**src/rtl/sparse_triplet_fast_transpose_unit_assert.svh**
```systemverilog
// ----------------------------------------------------------------------------
// sparse triplet fast transpose - assertion macros
// Wrappers that clock the properties on the block clock and report by $error.
// ----------------------------------------------------------------------------
`ifndef SPARSE_TRIPLET_FAST_TRANSPOSE_UNIT_ASSERT_SVH
`define SPARSE_TRIPLET_FAST_TRANSPOSE_UNIT_ASSERT_SVH

// checked only out of reset
`define STFT_ASSERT(lbl, prop, msg) \
   lbl: assert property (@(posedge clock) disable iff (reset) prop) else $error(msg);

// checked at every edge, reset included
`define STFT_ASSERT_ALWAYS(lbl, prop, msg) \
   lbl: assert property (@(posedge clock) prop) else $error(msg);

`endif

```
**src/rtl/stft_pkg.sv**
```systemverilog
// ----------------------------------------------------------------------------
// stft_pkg
// Shared types, constants and controller states of the sparse fast transpose.
// ----------------------------------------------------------------------------
`default_nettype none

package stft_pkg;

   localparam int MAX_TERMS_DEFAULT = 64;
   localparam int MAX_DIM_DEFAULT   = 16;

   localparam int IDX_FIELD_W  = 4;
   localparam int VALUE_W      = 32;
   localparam int SLOT_FIELD_W = 7;
   localparam int NUM_COLS_W   = 5;

   localparam int CSR_DATA_W = 32;
   localparam int CSR_ADDR_W = 3;

   // register indexes, taken from paddr[2]
   localparam logic CSR_NUM_COLS = 1'b0;

   localparam logic [NUM_COLS_W-1:0] NUM_COLS_RESET = 5'd16;

   typedef struct packed {
      logic [IDX_FIELD_W-1:0]   in_row;
      logic [IDX_FIELD_W-1:0]   in_col;
      logic signed [VALUE_W-1:0] in_value;
      logic                     in_last;
   } req_type;

   typedef struct packed {
      logic [IDX_FIELD_W-1:0]    out_row;
      logic [IDX_FIELD_W-1:0]    out_col;
      logic signed [VALUE_W-1:0] out_value;
      logic [SLOT_FIELD_W-1:0]   out_slot;
      logic                      out_last;
      logic                      out_overflow;
   } rsp_type;

   // one stored triplet
   typedef struct packed {
      logic [IDX_FIELD_W-1:0] row;
      logic [IDX_FIELD_W-1:0] col;
      logic [VALUE_W-1:0]     value;
   } term_type;

   typedef enum logic [2:0] {
      ST_LOAD,
      ST_PREFIX,
      ST_SCAT_RD,
      ST_SCATTER,
      ST_EMIT_RD,
      ST_EMIT
   } state_type;

   typedef struct packed {
      logic load;        // request accepted this cycle
      logic clear;       // drop load state for the next matrix
      logic pre_init;
      logic pre_step;
      logic scan_init;   // index to zero, read entry zero
      logic scan_step;   // index up by one, read next entry
      logic scatter_wr;
   } ctl_cmd_type;

   typedef struct packed {
      logic count_zero;
      logic pre_done;
      logic idx_last;
   } ctl_status_type;

endpackage

`default_nettype wire

```
**src/rtl/stft_controller.sv**
```systemverilog
// ----------------------------------------------------------------------------
// stft_controller
// Sequencer for load, prefix sum, scatter and emission phases.
// ----------------------------------------------------------------------------
`default_nettype none

module stft_controller
   import stft_pkg::*;
(
   input  wire logic           clock,
   input  wire logic           reset,
   input  wire logic           req_valid,
   input  wire logic           req_last,
   output logic                req_ready,
   output logic                rsp_valid,
   input  wire logic           rsp_ready,
   input  wire ctl_status_type status,
   output ctl_cmd_type         cmd
);

   state_type state_ff, state_in;

   always_ff @(posedge clock) begin
      if (reset) begin
         state_ff <= ST_LOAD;
      end else begin
         state_ff <= state_in;
      end
   end

   always_comb begin
      state_in = state_ff;
      case (state_ff)
         ST_LOAD: begin
            if (req_valid && req_last) begin
               state_in = ST_PREFIX;
            end
         end
         ST_PREFIX: begin
            if (status.pre_done) begin
               // empty matrix emits nothing
               state_in = status.count_zero ? ST_LOAD : ST_SCAT_RD;
            end
         end
         ST_SCAT_RD: begin
            state_in = ST_SCATTER;
         end
         ST_SCATTER: begin
            if (status.idx_last) begin
               state_in = ST_EMIT_RD;
            end
         end
         ST_EMIT_RD: begin
            state_in = ST_EMIT;
         end
         ST_EMIT: begin
            if (rsp_ready && status.idx_last) begin
               state_in = ST_LOAD;
            end
         end
         default: begin
            state_in = ST_LOAD;
         end
      endcase
   end

   always_comb begin
      cmd       = '0;
      req_ready = 1'b0;
      rsp_valid = 1'b0;
      case (state_ff)
         ST_LOAD: begin
            req_ready    = 1'b1;
            cmd.load     = req_valid;
            cmd.pre_init = req_valid && req_last;
         end
         ST_PREFIX: begin
            cmd.pre_step = 1'b1;
            cmd.clear    = status.pre_done && status.count_zero;
         end
         ST_SCAT_RD: begin
            cmd.scan_init = 1'b1;
         end
         ST_SCATTER: begin
            cmd.scatter_wr = 1'b1;
            cmd.scan_step  = 1'b1;
         end
         ST_EMIT_RD: begin
            cmd.scan_init = 1'b1;
         end
         ST_EMIT: begin
            rsp_valid     = 1'b1;
            cmd.scan_step = rsp_ready;
            cmd.clear     = rsp_ready && status.idx_last;
         end
         default: begin
            cmd = '0;
         end
      endcase
   end

endmodule

`default_nettype wire

```
**config.mk**
```make
export PLATFORM = sky130hd
export DESIGN_NAME = stft_controller
export DESIGN_NICKNAME = d
export VERILOG_FILES = /design/src/rtl/sparse_triplet_fast_transpose_unit_assert.svh /design/src/rtl/stft_pkg.sv /design/src/rtl/stft_controller.sv
export SDC_FILE = /design/constraint.sdc
export NUM_CORES = 1
export LEC_CHECK = 0
export ABC_AREA = 0
export BUFFER_PORTS_ARGS = -buffer_cell sky130_fd_sc_hd__buf_2
export CORE_AREA = 2 2 39 41
export DETAILED_ROUTE_END_ITERATION = 10
export DIE_AREA = 0 0 41 43
export PLACE_DENSITY_LB_ADDON = 0.05
export SLEW_MARGIN = 25
export SYNTH_ARGS = -nofsm -noshare
export SYNTH_HDL_FRONTEND = slang
export SYNTH_SLANG_ARGS = --single-unit
```
**constraint.sdc**
```tcl
create_clock -name clock -period 1.4 [get_ports clock]
set_input_delay 0.21 -clock clock [delete_from_list [all_inputs] [get_ports clock]]
set_output_delay 0.21 -clock clock [all_outputs]
set_load 0.03 [all_outputs]
```
==> results of run 1 <==
[layout make-up]
cell class | instances | area (µm²)
Fill cell | 161 | 941
Multi-Input combinational cell | 28 | 191
Timing Repair Buffer | 19 | 133
Sequential cell | 3 | 68.8
Clock buffer | 4 | 26.3
Tap cell | 16 | 20.0
Inverter | 1 | 3.75
[cells in the final DEF (no fill, tap or decap), types with 2 or more instances in the layout]
cell and n:
sky130_fd_sc_hd__clkbuf_4 4, sky130_fd_sc_hd__nand3_1 3, sky130_fd_sc_hd__buf_2 10, sky130_fd_sc_hd__a21oi_2 2, sky130_fd_sc_hd__and2_1 2, sky130_fd_sc_hd__buf_4 4
sky130_fd_sc_hd__dfxtp_4 2, sky130_fd_sc_hd__buf_6 4, sky130_fd_sc_hd__nor2_1 5
[power groups by stage]
stage	sequential [mW]	clock [mW]	combinational, mW
2_1_floorplan	0.0974	0	0.0964
3_3_place_gp	0.105	0	0.134
3_5_place_dp	0.104	0	0.134
4_1_cts	0.102	0.157	0.138
5_1_grt	0.103	0.174	0.163
6_report	0.102	0.149	0.151
[final timing paths]
| path | start | to | slack (ns) |
|---|---|---|---|
| min reg2reg | state_ff[0] | state_ff[0] | 0.57 |
| max | state_ff[2] | cmd[2] | 0.03 |
| min | reset | state_ff[2] | 0.19 |
| max reg2reg | state_ff[2] | state_ff[1] | 0.18 |
[critical path, stage by stage, from the launching register on]
cell	delay, ns
sky130_fd_sc_hd__dfxtp_4	0.35
sky130_fd_sc_hd__and2b_2	0.26
sky130_fd_sc_hd__nor2_1	0.05
sky130_fd_sc_hd__nor2_1	0.08
sky130_fd_sc_hd__buf_2	0.19
[logic make-up after synthesis]
group,after synthesis,synth area share
compound gates,8,0.228
flops,3,0.249
buf+inv,3,0.0829
simple gates,20,0.440
[synth_stat cells, drive strengths merged]
cell and n:
nand2b 1, a21o 1, nand2 1, nor2 6
nor2b 2, inv 1, nand3 3, and2b 1
a21oi 3, a32oi 1, nand4 1, buf 2
and2 2, o21ai 1, a221oi 1, dfxtp 3
or3b 1, and3 1, nor3 1, a32o 1
[metal layers]
| layer | part of all wire | track usage | up-vias | wire length [µm] |
|---|---|---|---|---|
| met3 | 0.039 | 0.0314 | 0 | 30 |
| met1 | 0.39 | 0.125 | 149 | 297 |
| met2 | 0.57 | 0.150 | 7 | 435 |
| li1 | - | - | 165 | - |
| met4 | 0 | 0.0800 | 0 | 0 |
| met5 | 0 | 0 | - | 0 |
[timing repair]
| action | 4_1_cts | 5_1_grt |
|---|---|---|
| setup endpoints to repair | 6 | 7 |
| buffers inserted | 0 | 1 |
| pin swaps | 1 | 2 |
| gates resized for setup | 9 | 15 |
[stage by stage]
stage               cell area [µm²]  hold slack, ns
floorplan                       254           0.282
global placement                353           0.436
detailed placement              353           0.433
CTS                             398           0.180
global route                    443           0.181
finish                          443           0.190
==> summary.txt, run 1 <==
Power
  – Share of total power in combinational logic: 0.376
  – Cell Pwr Density: 909 nW/µm²
  – Relative contribution of sequential cells to total power: 0.254
  – Power dissipated by switching net loads: 0.141 mW
  – VDD IR max: 0.191 mV
  – Total power after layout: 0.403 mW
  – Internal power summed over all cells: 0.262 mW
  – Switching fraction of total power: 0.350
  – Share of power burned in the clock network: 0.370
  – Static leakage: 0.202 nW

STA
  – Number of max-slew violations in the final report: 0
  – Final setup TNS: 0 ns
  – Slew margin rel.: 0.862
  – Final setup violation count: 0
  – Setup repair after global routing missed its margin: true
  – Worst-Margin Slew: 0.207 ns
  – Final critical delay including setup and external delays: 1.37 ns
  – Post-route worst setup slack: 0.0343 ns
  – Total count of hold-check failures in the final report: 0
  – Clk_skew: ~0.006 ns
  – Peak clock frequency supported by timing: around 0.73 GHz
  – Final worst path period share: 0.976

Floorplan
  – Std-Cell Rows: 14
  – Initial core utilization: 0.175
  – Die extent in y: 43 µm
  – Area of the die: around 1800 µm²
  – Area of the core: 1380 µm²
  – X dimension of the die: 41 µm
  – Ports: 17

Clock network
  – Post-CTS clock slew at the launch and capture registers of the worst setup and hold paths: roughly 0.030 ns
  – Inserted Clock Buffers: 3
  – TritonCTS clock tree: yes
  – Insertion delay to the later sink of the worst-skew pair: between 0.2 and 0.25 ns
  – Count of H-tree levels built during CTS: 1
  – Clk root buf: sky130_fd_sc_hd__clkbuf_4
  – Largest buffer count on any clock path: 2
  – Num Clock Sinks: 3
  – Hold_buf cts: 0

Drt
  – Via count: 321
  – WL per Instance: 10.7 µm
  – Detailed router's first-iteration violation count: 7
  – Residual antenna-violating net count after detailed routing: 0
  – Total DRC errors in the routed layout: 0
  – Drt via density: approximately 4.5
  – Iteration count of the initial detailed-routing pass: 4
  – Routed wire length: 762 µm

Placed design
  – Port Buf Inserts: 16
  – Number of cells after detailed placement: between 60 and 70
  – Setup slack at placement: ~0.10 ns
  – Last weighted congestion value of the routability-driven placer: 0.730
  – Detail Placement HPWL: 594 µm

GRT
  – Global-route usage over all layers: 0.105
  – Number of antenna violations at the first check in global routing: 0
  – Via count of the first global-routing pass: 303
  – Overflow left after global routing: 0
  – Pin count of the biggest net entering global routing: 8
  – First-pass GRT wire length: 1240 µm

Hold path
  – Hold path depth: 2
  – Class of the tightest hold or removal check: input port to flip-flop

Finish
  – Flip-flop count of the largest register after layout: 3
  – Share of cells above drive strength 1: 0.600
  – Register ranked first by flip-flop count: state_ff
  – Finished Layout Cells: just over 70
  – Leading registers by flop count: state_ff (3)
  – Antenna fix cells: 0
  – Layout-stage area growth over the synthesis result: 83.4%
  – Nets@finish: 64
  – Fin util: 0.320

Logic synthesis
  – Synth Register Bits: 3
  – Area leader, netlist: sky130_fd_sc_hd__dfxtp_1
  – Leading post-synthesis cells by cell area: sky130_fd_sc_hd__dfxtp_1, sky130_fd_sc_hd__nor2_1, sky130_fd_sc_hd__a21oi_1
  – Warning count from the yosys run: 0
  – Cell count after synthesis: 34
  – Register area share after synthesis: 0.249
  – Proportion of netlist area held by the largest area contributor: 0.249
  – Post-synthesis instance area: 241 µm²
  – Synth cell types: 21
  – Total nets after synthesis: 42
  – Post-Synthesis Mean Instance Area: 7.10 µm²

Worst setup path
  – Critical-path maximum fanout: 5
  – Setup CP Type: flip-flop to output port
  – Depth of the most critical reg-to-reg path: 4
  – Worst Path Required: 1.19 ns
  – Crit start category: flip-flop
  – CP Data Arrival Time: about 1.2 ns
  – Element type at the critical path end: output port

Flow run
  – Max-capacitance violation count: 0

Status
  – Status: completed
No activity file was read; power rests on OpenSTA's default activity.
==> inputs of run 2 (changes only) <==
--- a/config.mk
+++ b/config.mk
@@ -10,7 +10,7 @@
 export CORE_AREA = 2 2 39 41
 export DETAILED_ROUTE_END_ITERATION = 10
 export DIE_AREA = 0 0 41 43
-export PLACE_DENSITY_LB_ADDON = 0.05
+export PLACE_DENSITY = 0.52
 export SLEW_MARGIN = 25
 export SYNTH_ARGS = -nofsm -noshare
 export SYNTH_HDL_FRONTEND = slang
==> constraint.sdc (replaced) <==
create_clock -name clock -period 1.6 [get_ports clock]
set_input_delay 0.24 -clock clock [delete_from_list [all_inputs] [get_ports clock]]
set_output_delay 0.24 -clock clock [all_outputs]
set_load 0.03 [all_outputs]
==> run 2 against run 1 <==
  * Global-route usage decreased by 1.7 points
  * Highest routed layer unchanged
  * Setup slack better by 0.059 ns
  * Utilization is 5.5 points lower
  * Critical endpoint is now cmd[1]
  * Critical path type unchanged
  * Routed wire length shrank 20%
  * Worst hold slack improved by 0.019 ns
  * Flip-flop and latch count is the same
  * Die area stayed put
  * Via count fell by 9.0%
==> summary.txt, run 2 (synthesis results as in run 1) <==
Power
  – Share of total power in combinational logic: 0.316 (-0.060)
  – Internal power summed over all cells: 0.216 mW (-18%)
  – Share of power burned in the clock network: 0.400 (+0.030)
  – Relative contribution of sequential cells to total power: 0.284 (+0.030)
  – Total power after layout: 0.333 mW (-17%)
  – Static leakage: 0.183 nW (-9.5%)
  – Switching fraction of total power: 0.352 (+0.00268)
  – VDD IR max: 0.273 mV (+43%)
  – Power dissipated by switching net loads: 0.117 mW (-17%)
  – Cell Pwr Density: 909 nW/µm² (about the same)

STA
  – Final critical delay including setup and external delays: about 1.5 ns
  – Hold slack final: 0.209 ns (+0.0190 ns)
  – Setup repair after global routing missed its margin: false
  – Slew margin rel.: 0.855 (-0.00689)
  – Total count of hold-check failures in the final report: 0 (unchanged)
  – Number of max-slew violations in the final report: 0 (unchanged)
  – Peak clock frequency supported by timing: 0.664 GHz
  – Final setup TNS: 0 ns (unchanged)
  – Final worst path period share: 0.941
  – Clk_skew: 0.00402 ns (-0.00203 ns)
  – Worst-Margin Slew: 0.218 ns (+0.0103 ns)
  – Final setup violation count: 0 (unchanged)

Clock network
  – Inserted Clock Buffers: 3 (unchanged)
  – Post-CTS clock slew at the launch and capture registers of the worst setup and hold paths: 0.04 ns (about the same)
  – Largest buffer count on any clock path: 2 (unchanged)
  – Hold_buf cts: 0 (unchanged)
  – Setup Buffers After CTS: 0 (unchanged)
  – TritonCTS clock tree: yes
  – Insertion delay to the later sink of the worst-skew pair: 0.23 ns (about the same)
  – Count of H-tree levels built during CTS: 1 (unchanged)
  – Clk root buf: sky130_fd_sc_hd__clkbuf_4
  – Num Clock Sinks: 3 (unchanged)

Drt
  – Total DRC errors in the routed layout: 0 (unchanged)
  – Detailed router's first-iteration violation count: 1 (-6)
  – Residual antenna-violating net count after detailed routing: 0 (unchanged)
  – Routed wire length: 606 µm (-20%)
  – Iteration count of the initial detailed-routing pass: 2 (-2)
  – WL per Instance: 8.91 µm (-17%)
  – Via count: 292 (-9.0%)
  – Drt via density: 4.29 (-5.0%)

Floorplan
  – Initial core utilization: 0.175 (unchanged)
  – X dimension of the die: 41 µm (unchanged)
  – Area of the core: 1380 µm² (unchanged)
  – Die extent in y: 43 µm (unchanged)
  – Ports: 17 (unchanged)
  – Std-Cell Rows: 14 (unchanged)
  – Area of the die: 1760 µm² (unchanged)

Worst setup path
  – List of cells traversed by the critical path: nor2b_1 -> a21oi_1 -> nor2b_1 -> buf_2
  – Worst Path Required: 1.36 ns (+0.17 ns)
  – Critical-path maximum fanout: 9 (+4)
  – Setup CP Type: flip-flop to output port
  – Worst-path cell with the longest stage delay: sky130_fd_sc_hd__dfxtp_2
  – Stage delay of the slowest cell on the critical path: 0.40 ns (+0.05 ns)
  – Crit start category: flip-flop
  – Dominant cell type by count on the critical path: sky130_fd_sc_hd__nor2b_1
  – Element type at the critical path end: output port
  – Worst reg2reg setup slack: 0.52 ns (+0.34 ns)
  – CP Data Arrival Time: 1.27 ns (+0.11 ns)

Finish
  – Nets@finish: 61 (-4.7%)
  – Fin util: 0.265 (-0.0552)
  – Share of cells above drive strength 1: 0.442 (-0.158)
  – Top library cells by usage in the layout, fill and taps aside: sky130_fd_sc_hd__buf_2, sky130_fd_sc_hd__nor2_1
  – Most common library cell in the layout ignoring fill and taps: sky130_fd_sc_hd__buf_2
  – Antenna fix cells: 0 (unchanged)
  – Finished Layout Cells: 68 (-4.2%)
  – Flip-flop count of the largest register after layout: 3 (unchanged)
  – Layout-stage area growth over the synthesis result: 51.8%
  – Leading registers by flop count: state_ff (3)
  – Register ranked first by flip-flop count: state_ff

Placed design
  – Detail Placement HPWL: 490 µm (-18%)
  – Number of cells after detailed placement: 64 (-3.0%)
  – Port Buf Inserts: 16 (unchanged)
  – Last weighted congestion value of the routability-driven placer: 0.624 (-14%)

GRT
  – Number of antenna violations at the first check in global routing: 0 (unchanged)
  – Met1 Resource Use GR: 0.0900 (-0.0346)
  – Grt met2 use: 0.122 (-0.0281)
  – Overflow left after global routing: 0 (unchanged)
  – Via count of the first global-routing pass: 252 (-17%)
  – Global-route usage over all layers: 0.0884 (-0.0169)
  – First-pass GRT wire length: 979 µm (-21%)
  – GR Layer Usage met3: 0.0314 (unchanged)
  – Most congested layer reported by global routing: met2
  – Pin count of the biggest net entering global routing: 11 (+3)

Status
  – Status: completed

Flow run
  – Max-capacitance violation count: 0 (unchanged)

Hold path
  – Class of the tightest hold or removal check: input port to flip-flop
## run 2: changes by cell type in the layout (fill, tap and decap cells not counted), sizes merged
cell / delta
buf: -2
clkbuf: -1
## run 2: layer usage
metal / wire length (µm) / part of all wire / vias up
li1: - / - / 158
met2: 333 / 0.55 / 5
met3: 26 / 0.043 / 0
met4: 0 / 0 / 0
met1: 246 / 0.41 / 129
met5: 0 / 0 / -
## run 2: per-stage QoR
step / setup WS [ns] / instance area, µm²
2_1_floorplan: 0.142 / 253
3_3_place_gp: 0.283 / 337
3_5_place_dp: 0.246 / 337
4_1_cts: 0.0697 / 364
5_1_grt: 0.0169 / 367
6_report: 0.0936 / 367
## run 2: repair_timing
item | in CTS | in global routing
gates resized for setup | 1 | 2
endpoints found under the hold margin | 0 | 0
endpoints found under the setup margin | 1 | 2
## run 2: layout make-up
type,instances,area (µm²)
clock buffers,4,26.3
fillers,168,1020
inverters,1,3.75
multi-input cells,28,173
flip-flops and latches,3,63.8
well taps,16,20.0
repair buffers,16,80.1
## run 2: critical path: cells and delay by family, from the launching register on
family | cells | cell delay [ns]
simple gates | 2 | 0.34
buf+inv | 1 | 0.19
compound gates | 1 | 0.10
flops | 1 | 0.40
## run 2: power by group through the flow
stage	sequential [mW]	combinational, mW	clock, mW
2_1_floorplan	0.0852	0.0838	0
3_3_place_gp	0.0949	0.107	0
3_5_place_dp	0.0948	0.106	0
4_1_cts	0.0936	0.107	0.140
5_1_grt	0.0967	0.116	0.149
6_report	0.0946	0.105	0.133
## run 2: final timing paths
check / from / end / cells after the start
max: state_ff[2] / cmd[1] / 4
min: reset / state_ff[2] / 2
max reg2reg: state_ff[1] / state_ff[1] / 3
min reg2reg: state_ff[0] / state_ff[0] / 2
